<file path="src/rtl/core/anf_pkg.sv">
// Shared types and constants for the ANF coefficient engine.
`timescale 1ns / 1ps

package anf_pkg;

   // Default sizing of the truth table
   localparam int DEF_INPUT_BITS  = 8;
   localparam int DEF_OUTPUT_BITS = 2;

   // Fixed field widths
   localparam int CFG_W   = 4;
   localparam int INDEX_W = 8;
   localparam int VALUE_W = 2;
   localparam int COEF_W  = 2;

   localparam logic [CFG_W-1:0] CFG_RESET = 4'd8;

   // Depth of the queue between front and back
   localparam int QUEUE_DEPTH = 2;

   // Transaction kinds
   localparam logic KIND_WRITE = 1'b0;
   localparam logic KIND_QUERY = 1'b1;

   // Work codes handed from front to back
   typedef enum logic [1:0] {
      OP_WRITE = 2'd0,
      OP_QUERY = 2'd1,
      OP_FLAG  = 2'd2
   } op_type;

   typedef struct packed {
      logic               kind;
      logic [INDEX_W-1:0] entry_index;
      logic [VALUE_W-1:0] entry_value;
      logic [INDEX_W-1:0] query_term;
   } req_type;

   typedef struct packed {
      logic [COEF_W-1:0] coefficients;
      logic              term_out_of_range;
   } rsp_type;

   // One classified work item: addr is the entry index or the query term
   typedef struct packed {
      op_type             op;
      logic [INDEX_W-1:0] addr;
      logic [VALUE_W-1:0] value;
   } work_type;

endpackage

</file>
<file path="src/rtl/core/anf_front.sv">
// Front end: accepts transactions and classifies them into work items.
`timescale 1ns / 1ps

module anf_front import anf_pkg::*; (
   input  logic             req_valid,
   output logic             req_ready,
   input  req_type          req_data,
   input  logic [CFG_W-1:0] vars_used,
   output logic             push_valid,
   input  logic             push_ready,
   output work_type         push_entry
);

   logic index_ok;
   logic term_ok;
   logic keep;

   // Range checks against 2^vars_used
   assign index_ok = ((req_data.entry_index >> vars_used) == '0);
   assign term_ok  = ((req_data.query_term >> vars_used) == '0);

   // Classify; out-of-range writes are taken and dropped
   always_comb begin
      push_entry.value = req_data.entry_value;
      unique case (req_data.kind)
         KIND_WRITE: begin
            push_entry.op   = OP_WRITE;
            push_entry.addr = req_data.entry_index;
            keep            = index_ok;
         end
         KIND_QUERY: begin
            push_entry.op   = term_ok ? OP_QUERY : OP_FLAG;
            push_entry.addr = req_data.query_term;
            keep            = 1'b1;
         end
         default: begin
            push_entry.op   = OP_FLAG;
            push_entry.addr = req_data.query_term;
            keep            = 1'b0;
         end
      endcase
   end

   assign req_ready  = push_ready;
   assign push_valid = req_valid && keep;

endmodule

</file>
<file path="src/rtl/core/anf_queue.sv">
// Short FIFO between the front end and the back end.
`timescale 1ns / 1ps

module anf_queue import anf_pkg::*; (
   input  logic     clock,
   input  logic     reset,
   input  logic     push_valid,
   output logic     push_ready,
   input  work_type push_entry,
   output logic     pop_valid,
   input  logic     pop,
   output work_type pop_entry
);

   localparam int PTR_W = $clog2(QUEUE_DEPTH);
   localparam int CNT_W = $clog2(QUEUE_DEPTH + 1);

   work_type           slot_ff [QUEUE_DEPTH];
   logic [PTR_W-1:0]   wr_ptr_ff, wr_ptr_in;
   logic [PTR_W-1:0]   rd_ptr_ff, rd_ptr_in;
   logic [CNT_W-1:0]   count_ff, count_in;
   logic               do_push;

   assign push_ready = (count_ff != CNT_W'(QUEUE_DEPTH));
   assign pop_valid  = (count_ff != '0);
   assign do_push    = push_valid && push_ready;
   assign pop_entry  = slot_ff[rd_ptr_ff];

   // Pointer and occupancy update
   always_comb begin
      wr_ptr_in = do_push ? wr_ptr_ff + 1'b1 : wr_ptr_ff;
      rd_ptr_in = pop ? rd_ptr_ff + 1'b1 : rd_ptr_ff;
      count_in  = count_ff;
      if (do_push && !pop) begin
         count_in = count_ff + 1'b1;
      end else if (!do_push && pop) begin
         count_in = count_ff - 1'b1;
      end
   end

   always_ff @(posedge clock) begin
      if (reset) begin
         wr_ptr_ff <= '0;
         rd_ptr_ff <= '0;
         count_ff  <= '0;
      end else begin
         wr_ptr_ff <= wr_ptr_in;
         rd_ptr_ff <= rd_ptr_in;
         count_ff  <= count_in;
      end
   end

   // Storage
   always_ff @(posedge clock) begin
      if (do_push) begin
         slot_ff[wr_ptr_ff] <= push_entry;
      end
   end

endmodule

</file>
<file path="src/rtl/core/anf_back.sv">
// Back end: truth table memory, subset scan with parity, response register.
`timescale 1ns / 1ps

module anf_back import anf_pkg::*; #(
   parameter int INPUT_BITS  = DEF_INPUT_BITS,
   parameter int OUTPUT_BITS = DEF_OUTPUT_BITS
) (
   input  logic             clock,
   input  logic             reset,
   input  logic [CFG_W-1:0] vars_used,
   input  logic             pop_valid,
   output logic             pop,
   input  work_type         pop_entry,
   output logic             rsp_valid,
   input  logic             rsp_ready,
   output rsp_type          rsp_data
);

   localparam int DEPTH = 2 ** INPUT_BITS;
   localparam int AW    = (INPUT_BITS > INDEX_W) ? INPUT_BITS : INDEX_W;
   localparam int VW0   = (OUTPUT_BITS > VALUE_W) ? OUTPUT_BITS : VALUE_W;
   localparam int VW    = (VW0 > COEF_W) ? VW0 : COEF_W;

   typedef enum logic [3:0] {
      ST_IDLE  = 4'b0001,
      ST_SCAN  = 4'b0010,
      ST_FLUSH = 4'b0100,
      ST_REPLY = 4'b1000
   } state_type;

   state_type               state_ff, state_in;
   logic [INPUT_BITS-1:0]   idx_ff, idx_in;
   logic [INPUT_BITS-1:0]   term_ff, term_in;
   logic [OUTPUT_BITS-1:0]  acc_ff, acc_in;
   logic [OUTPUT_BITS-1:0]  acc_step;
   logic [OUTPUT_BITS-1:0]  rd_data_ff;
   logic                    hit_ff, hit_in;
   logic                    rd_valid_ff, rd_valid_in;
   logic                    rsp_valid_ff, rsp_valid_in;
   rsp_type                 rsp_data_ff, rsp_data_in;
   logic                    rsp_free;
   logic                    mem_we;
   logic [INPUT_BITS-1:0]   last_idx;
   logic [AW-1:0]           addr_wide;
   logic [INPUT_BITS-1:0]   entry_addr;
   logic [VW-1:0]           value_wide;
   logic [VW-1:0]           acc_wide;
   logic [OUTPUT_BITS-1:0]  tt_mem [DEPTH];

   // Width adaption of index, value and result
   assign addr_wide  = AW'(pop_entry.addr);
   assign entry_addr = addr_wide[INPUT_BITS-1:0];
   assign value_wide = VW'(pop_entry.value);
   assign acc_wide   = VW'(acc_ff);

   // Highest index of the active table: 2^vars_used - 1
   assign last_idx = ~({INPUT_BITS{1'b1}} << vars_used);

   assign rsp_free = !rsp_valid_ff || rsp_ready;
   assign hit_in   = ((idx_ff & ~term_ff) == '0);
   assign acc_step = acc_ff ^ ((rd_valid_ff && hit_ff) ? rd_data_ff : '0);

   // Sequencer
   always_comb begin
      state_in     = state_ff;
      idx_in       = idx_ff;
      term_in      = term_ff;
      acc_in       = acc_ff;
      rd_valid_in  = 1'b0;
      pop          = 1'b0;
      mem_we       = 1'b0;
      rsp_valid_in = rsp_valid_ff && !rsp_ready;
      rsp_data_in  = rsp_data_ff;
      unique case (state_ff)
         ST_IDLE: begin
            if (pop_valid) begin
               unique case (pop_entry.op)
                  OP_WRITE: begin
                     mem_we = 1'b1;
                     pop    = 1'b1;
                  end
                  OP_FLAG: begin
                     if (rsp_free) begin
                        pop                           = 1'b1;
                        rsp_valid_in                  = 1'b1;
                        rsp_data_in.coefficients      = '0;
                        rsp_data_in.term_out_of_range = 1'b1;
                     end
                  end
                  OP_QUERY: begin
                     pop      = 1'b1;
                     term_in  = entry_addr;
                     idx_in   = '0;
                     acc_in   = '0;
                     state_in = ST_SCAN;
                  end
                  default: begin
                     pop = 1'b1;
                  end
               endcase
            end
         end
         ST_SCAN: begin
            rd_valid_in = 1'b1;
            acc_in      = acc_step;
            idx_in      = idx_ff + 1'b1;
            if (idx_ff == last_idx) begin
               state_in = ST_FLUSH;
            end
         end
         ST_FLUSH: begin
            acc_in   = acc_step;
            state_in = ST_REPLY;
         end
         ST_REPLY: begin
            if (rsp_free) begin
               rsp_valid_in                  = 1'b1;
               rsp_data_in.coefficients      = acc_wide[COEF_W-1:0];
               rsp_data_in.term_out_of_range = 1'b0;
               state_in                      = ST_IDLE;
            end
         end
         default: begin
            state_in = ST_IDLE;
         end
      endcase
   end

   // Control registers
   always_ff @(posedge clock) begin
      if (reset) begin
         state_ff     <= ST_IDLE;
         rd_valid_ff  <= 1'b0;
         rsp_valid_ff <= 1'b0;
      end else begin
         state_ff     <= state_in;
         rd_valid_ff  <= rd_valid_in;
         rsp_valid_ff <= rsp_valid_in;
      end
   end

   // Datapath registers
   always_ff @(posedge clock) begin
      idx_ff      <= idx_in;
      term_ff     <= term_in;
      acc_ff      <= acc_in;
      hit_ff      <= hit_in;
      rsp_data_ff <= rsp_data_in;
   end

   // Truth table memory, registered read
   always_ff @(posedge clock) begin
      if (mem_we) begin
         tt_mem[entry_addr] <= value_wide[OUTPUT_BITS-1:0];
      end
      rd_data_ff <= tt_mem[idx_ff];
   end

   assign rsp_valid = rsp_valid_ff;
   assign rsp_data  = rsp_data_ff;

   // Checks
   a_no_pop_busy: assert property (@(posedge clock) disable iff (reset)
      (state_ff != ST_IDLE) |-> !pop)
      else $error("queue popped while a scan is in progress");

   a_scan_bound: assert property (@(posedge clock) disable iff (reset)
      (state_ff == ST_SCAN) |-> (idx_ff <= last_idx))
      else $error("scan index beyond table size");

   a_scan_end: assert property (@(posedge clock) disable iff (reset)
      (state_ff == ST_SCAN && idx_ff == last_idx) |=> (state_ff == ST_FLUSH))
      else $error("scan did not end at last index");

   a_flag_zero: assert property (@(posedge clock) disable iff (reset)
      (rsp_valid_ff && rsp_data_ff.term_out_of_range) |-> (rsp_data_ff.coefficients == '0))
      else $error("flagged response carries coefficients");

endmodule

</file>
<file path="src/rtl/core/boolean_anf_transform_top.sv">
// Top level of the ANF coefficient engine: config register and the three units.
`timescale 1ns / 1ps

// Stores a truth table of up to 2^INPUT_BITS words and answers, per query
// transaction, the algebraic normal form coefficient of one monomial for each
// output bit. The back end takes a write when idle; an in-range query runs a
// scan that reads the single-port table memory one entry per cycle; an
// out-of-range query is answered from the idle state. The front end and a
// two-entry queue accept transactions while a scan runs or a response waits,
// until the queue fills. Writes to csr_write_data take effect at once and are
// to be made only while the block is idle; the block does not enforce this.
// 0 acts as 1 and values above INPUT_BITS act as INPUT_BITS. Table contents
// are undefined until written and survive a change of the variable count.
module boolean_anf_transform_top import anf_pkg::*; #(
   parameter int INPUT_BITS  = DEF_INPUT_BITS,
   parameter int OUTPUT_BITS = DEF_OUTPUT_BITS
) (
   input  logic             clock,
   input  logic             reset,
   input  logic             req_valid,
   output logic             req_ready,
   input  req_type          req_data,
   output logic             rsp_valid,
   input  logic             rsp_ready,
   output rsp_type          rsp_data,
   input  logic             csr_write_enable,
   input  logic [CFG_W-1:0] csr_write_data
);

   logic [CFG_W-1:0] cfg_ff, cfg_in;
   logic [CFG_W-1:0] vars_used;
   logic             push_valid;
   logic             push_ready;
   work_type         push_entry;
   logic             pop_valid;
   logic             pop;
   work_type         pop_entry;

   // Variable count register
   assign cfg_in = csr_write_enable ? csr_write_data : cfg_ff;

   always_ff @(posedge clock) begin
      if (reset) begin
         cfg_ff <= CFG_RESET;
      end else begin
         cfg_ff <= cfg_in;
      end
   end

   // Clamp into 1..INPUT_BITS
   always_comb begin
      if (cfg_ff == '0) begin
         vars_used = CFG_W'(1);
      end else if (cfg_ff > CFG_W'(INPUT_BITS)) begin
         vars_used = CFG_W'(INPUT_BITS);
      end else begin
         vars_used = cfg_ff;
      end
   end

   anf_front u_front (
      .req_valid  (req_valid),
      .req_ready  (req_ready),
      .req_data   (req_data),
      .vars_used  (vars_used),
      .push_valid (push_valid),
      .push_ready (push_ready),
      .push_entry (push_entry)
   );

   anf_queue u_queue (
      .clock      (clock),
      .reset      (reset),
      .push_valid (push_valid),
      .push_ready (push_ready),
      .push_entry (push_entry),
      .pop_valid  (pop_valid),
      .pop        (pop),
      .pop_entry  (pop_entry)
   );

   anf_back #(
      .INPUT_BITS  (INPUT_BITS),
      .OUTPUT_BITS (OUTPUT_BITS)
   ) u_back (
      .clock     (clock),
      .reset     (reset),
      .vars_used (vars_used),
      .pop_valid (pop_valid),
      .pop       (pop),
      .pop_entry (pop_entry),
      .rsp_valid (rsp_valid),
      .rsp_ready (rsp_ready),
      .rsp_data  (rsp_data)
   );

endmodule

</file>
<file path="config.mk">
export PLATFORM = sky130hd
export DESIGN_NAME = boolean_anf_transform_top
export DESIGN_NICKNAME = d
export VERILOG_FILES = /design/src/rtl/core/anf_pkg.sv /design/src/rtl/core/anf_front.sv /design/src/rtl/core/anf_queue.sv /design/src/rtl/core/anf_back.sv /design/src/rtl/core/boolean_anf_transform_top.sv
export SDC_FILE = /design/constraint.sdc
export NUM_CORES = 1
export LEC_CHECK = 0
export BUFFER_PORTS_ARGS = -buffer_cell sky130_fd_sc_hd__clkbuf_2
export CORE_MARGIN = 3
export CORE_UTILIZATION = 45
export CTS_BUF_LIST = sky130_fd_sc_hd__clkbuf_8
export DETAILED_ROUTE_END_ITERATION = 8
export PLACE_DENSITY = 0.71
export SYNTH_ARGS = -nofsm -noshare
export SYNTH_HDL_FRONTEND = slang
export SYNTH_SLANG_ARGS = --single-unit
</file>
<file path="constraint.sdc">
create_clock -name clock -period 3.15 [get_ports clock]
set_input_delay 0.1575 -clock clock [delete_from_list [all_inputs] [get_ports clock]]
set_output_delay 0.1575 -clock clock [all_outputs]
set_load 0.02 [all_outputs]
</file>
==> impl_metrics.json, run 1 <==
{
  "drc": 0,
  "vias_per_cell": 5.93,
  "setup_ws_ps": 308,
  "drt-pass1-iter-count": 5,
  "syn_to_final_growth_pct": 14.1,
  "fin_tns_setup_ps": 0,
  "cellPowerDensity_nw_per_um2": 685,
  "switching_share_pct": 29.0,
  "wl_um": 60200,
  "clk_path_buf_depth": 3,
  "synth_most_common_cell": "edfxtp_1",
  "grt_pass1_wl_um": 90600,
  "path_max_fanout": 26,
  "drt_iter0_drc": 1748,
  "report.power.total_mw": 18.7,
  "netlist_top_cells_area": "edfxtp_1 (70%), mux4_2 (11%), nor2_1 (4.9%)",
  "cts.clk_slew.worst_paths_ps": 60,
  "irDropWorstVdd_mv": 0.347,
  "gr-total-overflow": 0,
  "routabilityCongestion": 0.853,
  "slew_headroom_pct": 54.1,
  "synth.distinct_cells": 63,
  "synthArstFlopShare_pct": 0,
  "cap_violations": 0,
  "coreArea_um2": 52000,
  "p_leak_nw": 8.89,
  "insertion_delay_ps": 670,
  "finalNonFillerCells": 2427,
  "synth_commonest_cells": "edfxtp_1 (557), nor2_1 (310), mux4_2 (114), nand2_1 (91)",
  "pin_count": 33,
  "clock-sinks": 575,
  "worstHoldPathType": "input pin to register",
  "internal_power_mw": 13.3,
  "routedWlPerCell_um": 24.8,
  "power_frac_comb_pct": 19.5,
  "cts-root-buf": "clkbuf_8",
  "clock_power_share_pct": 30.9,
  "status": "complete, no violations",
  "finalSetupViolations": 0,
  "start_util_pct": 46.0,
  "pwr-share-seq_pct": 49.7,
  "place_inst": 2225,
  "ys_seq_area_share_pct": 71.3,
  "ys_ff_latch": 575,
  "yosysTopAreaCell": "edfxtp_1",
  "clock_skew_ps": 29.6,
  "cp-end-kind": "register",
  "synth_top_area_share_pct": 69.8,
  "slew_violations": 0,
  "crit_arrival_ps": 3360,
  "post-place-ws_ps": 387,
  "die_w_um": 237,
  "syn_area_um2": 24000,
  "grt_start_max_net_pins": 83,
  "htree_num_levels": 3,
  "cts_made_buffers": 92,
  "finalHoldViolations": 0,
  "rsz0062_at_grt": "no",
  "port_buffers": 32,
  "final_net_count": 1703,
  "die-area_um2": 56000,
  "startpoint_type": "register",
  "via_count": 14381,
  "crit_required_ps": 3660,
  "syn-num-nets": 1541,
  "worst_slew_pin_slew_ps": 686,
  "max_freq_mhz": 352,
  "dieHeight_um": 237,
  "rows": 83,
  "cts_hold_buffers": 34,
  "ant_nets": 0,
  "post_cts_buffers": 0,
  "synthCells": 1511,
  "ys_warn_count": 0,
  "cts_resized": 0,
  "p_sw_mw": 5.42,
  "cts_tree": "yes",
  "dpl.hpwl_um": 37300,
  "hold_slack_ps": 112,
  "period_share_pct": 90.2,
  "drive_gt1_share_pct": 21.2,
  "synth-edff-count": 557,
  "grt_use_total_pct": 21.5,
  "synth_ff_type": "edfxtp_1",
  "grt_pass1_vias": 14803,
  "antenna_found_initial": 1,
  "period_needed_ps": 2840,
  "crit_type": "register to register",
  "synth_area_per_cell_um2": 15.9
}
area by class of cell:
class	instances	area, um^2
timing repair buffer	160	1310
sequential	575	17100
multi-input combinational	818	6350
clock buffer	96	1320
antenna	1	2.50
tap	680	851
inverter	26	97.6
clock inverter	71	322
fill	4150	24700
per-layer routing:
| layer | up-vias | part of all wire [%] | wire [um] | track usage, % |
|---|---|---|---|---|
| li1 | 6158 | - | - | - |
| met4 | 0 | 4.2 | 2550 | 9.84 |
| met2 | 764 | 47 | 28500 | 33.9 |
| met1 | 7308 | 39 | 23500 | 28.3 |
| met3 | 151 | 9.5 | 5730 | 5.59 |
| met5 | - | 0 | 0 | 0 |
layout by cell type, fill, tap and decap left out, drive strengths merged, types with 18 or more instances in the layout:
| cell | netlist | routed |
|---|---|---|
| dfxtp | 18 | 18 |
| a21oi | 33 | 33 |
| clkbuf | 53 | 128 |
| nand3 | 36 | 36 |
| edfxtp | 557 | 557 |
| mux2i | 53 | 53 |
| o21ai | 24 | 24 |
| clkinv | 1 | 29 |
| nor2 | 310 | 310 |
| buf | 39 | 94 |
| mux4 | 114 | 114 |
| inv | 25 | 66 |
| nand2 | 91 | 91 |
| dlygate4sd3 | 0 | 34 |
power by group through the flow:
stage / Clock, mW / Combinational [mW] / Sequential [mW]
3_3_place_gp: 0 / 3.48 / 9.44
3_5_place_dp: 0 / 3.56 / 9.45
5_1_grt: 6.24 / 3.88 / 9.31
4_1_cts: 5.90 / 3.60 / 9.29
6_report: 5.78 / 3.64 / 9.30
2_1_floorplan: 0 / 2.17 / 9.46
kinds of logic after synthesis:
group           count (synthesis)  share of synthesized area, %
fa+ha+maj                       2                         0.104
compound gates                138                          3.92
mux                           179                          13.5
simple gates                  487                          8.42
buf+inv                       118                          2.29
flops                         575                          71.3
xor+xnor                       12                         0.439
worst paths after layout:
check	from	endpoint	slack (ps)	cells past startpoint
min reg2reg	u_queue.rd_ptr_ff	u_queue.rd_ptr_ff	520	2
max	u_back.idx_ff[0]	u_back.rd_data_ff[1]	310	8
max reg2reg	u_back.idx_ff[0]	u_back.rd_data_ff[1]	310	8
min	req_valid	u_queue.wr_ptr_ff	110	5
flip-flops by register name (all words and copies together), names as in the netlist, named ones only:
signal and count:
u_back.rd_valid_ff 1, u_back.rsp_valid 1, u_back.rsp_data 3, cfg_ff 4
u_back.tt_mem 512, u_queue.slot_ff 24, u_back.hit_ff 1, u_back.term_ff 8
u_queue.rd_ptr_ff 1, u_back.rd_data_ff 2, u_back.state_ff 4, u_queue.count_ff 2
u_back.acc_ff 2, u_back.idx_ff 8, u_queue.wr_ptr_ff 1
stage by stage:
stage | util [%] | cell area (um^2)
6_report | 52.5 | 27300
5_1_grt | 52.5 | 27300
4_1_cts | 52.5 | 27300
3_5_place_dp | 48.7 | 25400
3_3_place_gp | 48.7 | 25400
2_1_floorplan | - | 24000
critical path, cell delays in order, from the launching register on:
cell	delay [ps]
edfxtp_1	400
buf_12	250
buf_12	250
mux4_2	530
a22o_1	260
a221oi_1	310
o21ai_0	150
o32ai_1	350
mux2i_1	160
Power figures use the tool's default switching activity.
==> run 2: changes to the inputs <==
--- a/config.mk
+++ b/config.mk
@@ -11,6 +11,7 @@
 export CTS_BUF_LIST = sky130_fd_sc_hd__clkbuf_8
 export DETAILED_ROUTE_END_ITERATION = 8
 export PLACE_DENSITY = 0.71
+export REMOVE_ABC_BUFFERS = 1
 export SYNTH_ARGS = -nofsm -noshare
 export SYNTH_HDL_FRONTEND = slang
 export SYNTH_SLANG_ARGS = --single-unit
==> run 2 against run 1 <==
- power increased by 0.57%
- sequential power about the same
- maximum frequency increased by 0.82%
- setup slack improved by 23 ps
- flip-flop and latch count unchanged
- clock power increased by 3%
- combinational power decreased by 2%
- sequential share of layout area decreased by 0.051 points
- wire length decreased by 3.3%
- cell area about the same
- count of clock-buffer cells in the layout unchanged
- largest cell class unchanged
==> impl_metrics.json, run 2 (synthesis gave the netlist of run 1 again) <==
{
  "status": "complete, no violations",
  "drt_iter0_drc": 1708,
  "fin_util_pct": 52.6,
  "crit_arrival_ps": 3410,
  "slew_violations": 0,
  "syn_to_final_growth_pct": 14.2,
  "cts_made_buffers": 91,
  "report.power.total_mw": 18.8,
  "met3_usage_pct": 4.64,
  "wl_um": 58300,
  "drive_gt1_share_pct": 21.4,
  "top_register": "u_back.tt_mem",
  "routabilityCongestion": 0.863,
  "final_common_cell": "edfxtp_1",
  "grt_pass1_wl_um": 87700,
  "cts-root-buf": "clkbuf_8",
  "gr-total-overflow": 0,
  "finalSetupViolations": 0,
  "cap_violations": 0,
  "pwr-share-seq_pct": 49.4,
  "drt-pass1-iter-count": 5,
  "fin_tns_setup_ps": 0,
  "dieHeight_um": 237,
  "antenna_found_initial": 1,
  "post-place-ws_ps": 372,
  "die-area_um2": 56000,
  "clock-sinks": 575,
  "path_max_fanout": 8,
  "p_leak_nw": 8.88,
  "busiest_layer": "met2",
  "irDropWorstVdd_mv": 0.588,
  "max_freq_mhz": 355,
  "grt_use_total_pct": 20.7,
  "routedWlPerCell_um": 24.1,
  "grt_util_met2_pct": 32.6,
  "p_sw_mw": 5.37,
  "cellPowerDensity_nw_per_um2": 688,
  "cts_tree": "yes",
  "pin_count": 33,
  "worstHoldPathType": "input pin to register",
  "insertion_delay_ps": 670,
  "period_needed_ps": 2820,
  "drc": 0,
  "regArea_um2": 17100,
  "worst_slew_pin_slew_ps": 637,
  "hold_slack_ps": 99.6,
  "reg_top3": "u_back.tt_mem: 512 flops, u_queue.slot_ff: 24 flops",
  "die_w_um": 237,
  "internal_power_mw": 13.5,
  "start_util_pct": 46.0,
  "setup_ws_ps": 331,
  "power_frac_comb_pct": 19.0,
  "grt_start_max_net_pins": 101,
  "clock_power_share_pct": 31.6,
  "vias_per_cell": 5.87,
  "ant_nets": 0,
  "rows": 83,
  "coreArea_um2": 52000,
  "critPathSlowestCell": "a211o_1",
  "startpoint_type": "register",
  "cts.clk_slew.worst_paths_ps": 60,
  "clock_skew_ps": 29.9,
  "cts_resized": 0,
  "port_buffers": 32,
  "crit_required_ps": 3740,
  "rsz0062_at_grt": "no",
  "post_cts_buffers": 0,
  "cp-end-kind": "register",
  "slew_headroom_pct": 57.4,
  "multi_input_area_um2": 6350,
  "finalHoldViolations": 0,
  "grt_use_met1_pct": 28.1,
  "period_share_pct": 89.5,
  "clk_path_buf_depth": 3,
  "path_cells": "o21ba_4 > or2_1 > a211o_1 > o31ai_1 > a31oi_1 > o21a_2 > nor2_1 > ha_1 > or3_1 > a21oi_1",
  "slowest_delay_ps": 360,
  "switching_share_pct": 28.5,
  "largest_register_ffs": 512,
  "crit_type": "register to register",
  "via_count": 14178,
  "grt_pass1_vias": 14381,
  "htree_num_levels": 3,
  "final_net_count": 1692,
  "final_cell_mix": "edfxtp_1 (557), nor2_1 (310), mux4_2 (114), clkbuf_8 (96), nand2_1 (91)",
  "cts_hold_buffers": 35,
  "fillCellCount": 4163,
  "dpl.hpwl_um": 35500
}
-- run 2: cell types whose count changed in the layout (fill, tap and decap cells not counted), sizes merged --
cell	change
buf	-11
clkinv	+3
dlygate4sd3	+1
inv	-7
bufinv	+2
-- run 2: worst paths after layout --
| check | start | endpoint | slack [ps] | depth (start not counted) |
|---|---|---|---|---|
| min | req_valid | u_queue.wr_ptr_ff | 100 | 5 |
| max reg2reg | cfg_ff[1] | u_queue.count_ff[1] | 330 | 10 |
| min reg2reg | u_queue.rd_ptr_ff | u_queue.rd_ptr_ff | 520 | 2 |
| max | cfg_ff[1] | u_queue.count_ff[1] | 330 | 10 |
-- run 2: routing by layer --
layer / share of wire, % / wire [um]
met2: 48 / 27700
met4: 3.8 / 2240
met3: 9.2 / 5350
met1: 39 / 22900
met5: 0 / 0
-- run 2: power groups by stage --
stage / sequential [mW] / combinational (mW) / clock [mW]
5_1_grt: 9.31 / 3.81 / 6.42
6_report: 9.30 / 3.58 / 5.95
3_3_place_gp: 9.44 / 3.45 / 0
4_1_cts: 9.29 / 3.55 / 6.06
3_5_place_dp: 9.45 / 3.50 / 0
2_1_floorplan: 9.73 / 1.95 / 0
-- run 2: worst max-delay path, delay by kind of cell, from the launching register on --
| family | cells | cell delay, ps |
|---|---|---|
| adder cells (fa/ha/maj) | 1 | 270 |
| AO/OA/AOI/OAI | 6 | 1390 |
| flip-flops | 1 | 330 |
| AND/OR/NAND/NOR | 3 | 770 |
-- run 2: per-stage QoR --
step,cells,instance area (um^2)
after CTS,2414,27400
after global routing,2415,27400
after detailed placement,2214,25300
final,2415,27400
after global placement,2214,25300
after floorplan,1419,23500
-- run 2: area by class of cell --
| type | instances | share of cell area, % |
|---|---|---|
| Clock inverter | 69 | 1.39 |
| Inverter | 26 | 0.357 |
| Tap cell | 680 | 3.11 |
| Timing Repair Buffer | 150 | 4.65 |
| Sequential cell | 575 | 62.5 |
| Antenna cell | 1 | 0.00915 |
| Multi-Input combinational cell | 818 | 23.2 |
| Clock buffer | 96 | 4.83 |
==> run 3: changes to the inputs <==
--- a/config.mk
+++ b/config.mk
@@ -14,4 +14,5 @@
 export REMOVE_ABC_BUFFERS = 1
 export SYNTH_ARGS = -nofsm -noshare
 export SYNTH_HDL_FRONTEND = slang
+export SYNTH_HIERARCHICAL = 1
 export SYNTH_SLANG_ARGS = --single-unit
==> run 3 against run 2 <==
- global-route usage increased by 0.17 points
- area after synthesis decreased by 0.13%
- critical path type unchanged
- largest cell class unchanged
- cell area decreased by 0.70%
- flip-flop and latch count unchanged
- sequential share of layout area increased by 0.44 points
==> impl_metrics.json, run 3 <==
{
  "slew_violations": 0,
  "drive_gt1_share_pct": 21.0,
  "crit_required_ps": 3690,
  "final_common_cell": "edfxtp_1",
  "synth_ff_type": "edfxtp_1",
  "fin_util_pct": 52.3,
  "synth.distinct_cells": 69,
  "grt_use_total_pct": 20.9,
  "clock_power_share_pct": 30.3,
  "final_cell_mix": "edfxtp_1 (557), nor2_1 (296), mux4_2 (101), clkbuf_8 (94), mux2i_1 (80)",
  "rsz0062_at_grt": "no",
  "pwr-share-seq_pct": 49.6,
  "cts.clk_slew.worst_paths_ps": 70,
  "power_frac_comb_pct": 20.1,
  "switching_share_pct": 29.0,
  "cts_tree": "yes",
  "period_needed_ps": 2960,
  "synth-edff-count": 557,
  "wl_um": 58900,
  "htree_num_levels": 3,
  "grt_start_max_net_pins": 123,
  "min_from": "req_data[8]",
  "antenna_found_initial": 0,
  "start_util_pct": 46.1,
  "largest_register_ffs": 512,
  "cts_resized": 0,
  "rows": 83,
  "reg_top3": "u_back/tt_mem: 512 flops, u_queue/slot_ff: 24 flops",
  "path_max_fanout": 24,
  "crit_family": "compound AO/OA/AOI/OAI gates",
  "cellPowerDensity_nw_per_um2": 686,
  "port_buffers": 32,
  "period_share_pct": 94.0,
  "drc": 0,
  "worst_slew_pin_slew_ps": 966,
  "status": "complete, no violations",
  "p_leak_nw": 8.86,
  "reg2reg_from": "u_back/idx_ff[0]",
  "cts_hold_buffers": 35,
  "p_sw_mw": 5.40,
  "synthCells": 1469,
  "synth_most_common_cell": "edfxtp_1",
  "holdPathEnd": "u_queue/slot_ff[0][0]",
  "synth_top_area_share_pct": 69.9,
  "via_count": 14191,
  "cp_num_buf_inv": 2,
  "post_cts_buffers": 0,
  "grt_pass1_vias": 14577,
  "final_net_count": 1650,
  "routedWlPerCell_um": 24.9,
  "drt_iter0_drc": 1680,
  "syn_to_final_growth_pct": 13.6,
  "syn_area_um2": 23900,
  "die_w_um": 237,
  "crit_type": "register to register",
  "clk_path_buf_depth": 3,
  "critPathSlowestCell": "a2111oi_0",
  "insertion_delay_ps": 670,
  "timing.rr.end": "u_back/rd_data_ff[1]",
  "post-place-ws_ps": 271,
  "irDropWorstVdd_mv": 0.318,
  "dpl.hpwl_um": 36000,
  "clock_skew_ps": 16.1,
  "yosysTopAreaCell": "edfxtp_1",
  "pin_count": 33,
  "netlist_top_cells_area": "edfxtp_1 (70%), mux4_2 (9.5%), nor2_1 (4.6%)",
  "routabilityCongestion": 0.868,
  "path_cells": "buf_12 > buf_12 > mux4_2 > a221oi_1 > a221oi_1 > a2111oi_0 > o32ai_1",
  "setup_ws_ps": 190,
  "ant_nets": 0,
  "synth_area_per_cell_um2": 16.3,
  "rrSetupSlack_ps": 190,
  "clock-sinks": 575,
  "ys_seq_area_share_pct": 71.4,
  "r2r_cells": 7,
  "cap_violations": 0,
  "cp-end-kind": "register",
  "ys_ff_latch": 575,
  "worstHoldPathType": "input pin to register",
  "slowest_delay_ps": 540,
  "cts_made_buffers": 91,
  "dieHeight_um": 237,
  "coreArea_um2": 51900,
  "report.power.total_mw": 18.6,
  "slew_headroom_pct": 34.7,
  "finalSetupViolations": 0,
  "synthArstFlopShare_pct": 0,
  "top_register": "u_back/tt_mem",
  "internal_power_mw": 13.2,
  "max_freq_mhz": 338,
  "synth_commonest_cells": "edfxtp_1 (557), nor2_1 (296), mux4_2 (101), mux2i_1 (80), clkbuf_1 (54)",
  "startpoint_type": "register",
  "vias_per_cell": 5.99,
  "ys_warn_count": 6,
  "drt-pass1-iter-count": 5,
  "die-area_um2": 56000,
  "gr-total-overflow": 0,
  "finalHoldViolations": 0,
  "hold_depth": 2,
  "crit_arrival_ps": 3500,
  "grt_pass1_wl_um": 88200,
  "fillCellCount": 4126,
  "cts-root-buf": "clkbuf_8"
}
run 3: changes by cell type in the layout (fill, tap and decap cells not counted), sizes merged, moves of 7 or more:
cell	before	now
a22oi	12	19
a221oi	3	15
nand3	36	21
nor2b	5	17
nor2	310	296
nor3	10	3
mux4	114	102
mux2i	53	80
a21oi	33	23
mux2	12	20
clkinv	32	24
nand2	91	47
run 3: per-layer routing:
layer / routed length, um / track usage, %
met1: 23300 / 28.5
met2: 28100 / 33.1
met3: 5430 / 4.67
met4: 2110 / 8.12
met5: 0 / 0
run 3: layout make-up:
type	instances	area, um^2	share of cell area (%)
Clock buffer	94	1290	4.76
Tap cell	680	851	3.13
Sequential cell	575	17100	62.9
Inverter	16	60.1	0.221
Timing Repair Buffer	150	1230	4.54
Antenna cell	1	2.50	0.00921
Clock inverter	69	317	1.17
Multi-Input combinational cell	786	6320	23.3
run 3: worst max-delay path by stage:
stage / from / end / cells after the start
4_1_cts: u_back/state_ff[3] / u_back/tt_mem[154][1] / 6
3_3_place_gp: u_back/idx_ff[0] / u_back/rd_data_ff[1] / 7
6_report: u_back/idx_ff[0] / u_back/rd_data_ff[1] / 7
5_1_grt: u_back/state_ff[3] / u_back/tt_mem[144][0] / 6
2_1_floorplan: u_back/idx_ff[0] / u_back/rd_data_ff[0] / 6
3_5_place_dp: u_back/state_ff[1] / u_back/tt_mem[154][1] / 6
run 3: cells by family after synthesis:
family | share of synthesized area (%)
flops | 71.4
buf+inv | 2.27
xor+xnor | 0.403
fa+ha+maj | 0.105
simple gates | 7.65
compound gates | 4.24
mux | 13.9
run 3: power groups by stage:
stage	clock network [mW]	registers, mW	logic, mW
floorplan	0	9.68	2.02
global placement	0	9.38	3.60
detailed placement	0	9.39	3.65
CTS	5.79	9.23	3.71
global route	6.12	9.25	3.96
finish	5.65	9.23	3.75
run 3: through the flow:
step                      cell area (um^2)  cells  hold slack [ps]  setup TNS [ps]
final                                27200   2371              247               0
after global placement               25200   2172              369               0
after CTS                            27200   2370              196               0
after floorplan                      23400   1377              227          -48930
after detailed placement             25200   2172              365               0
after global routing                 27200   2370              231               0
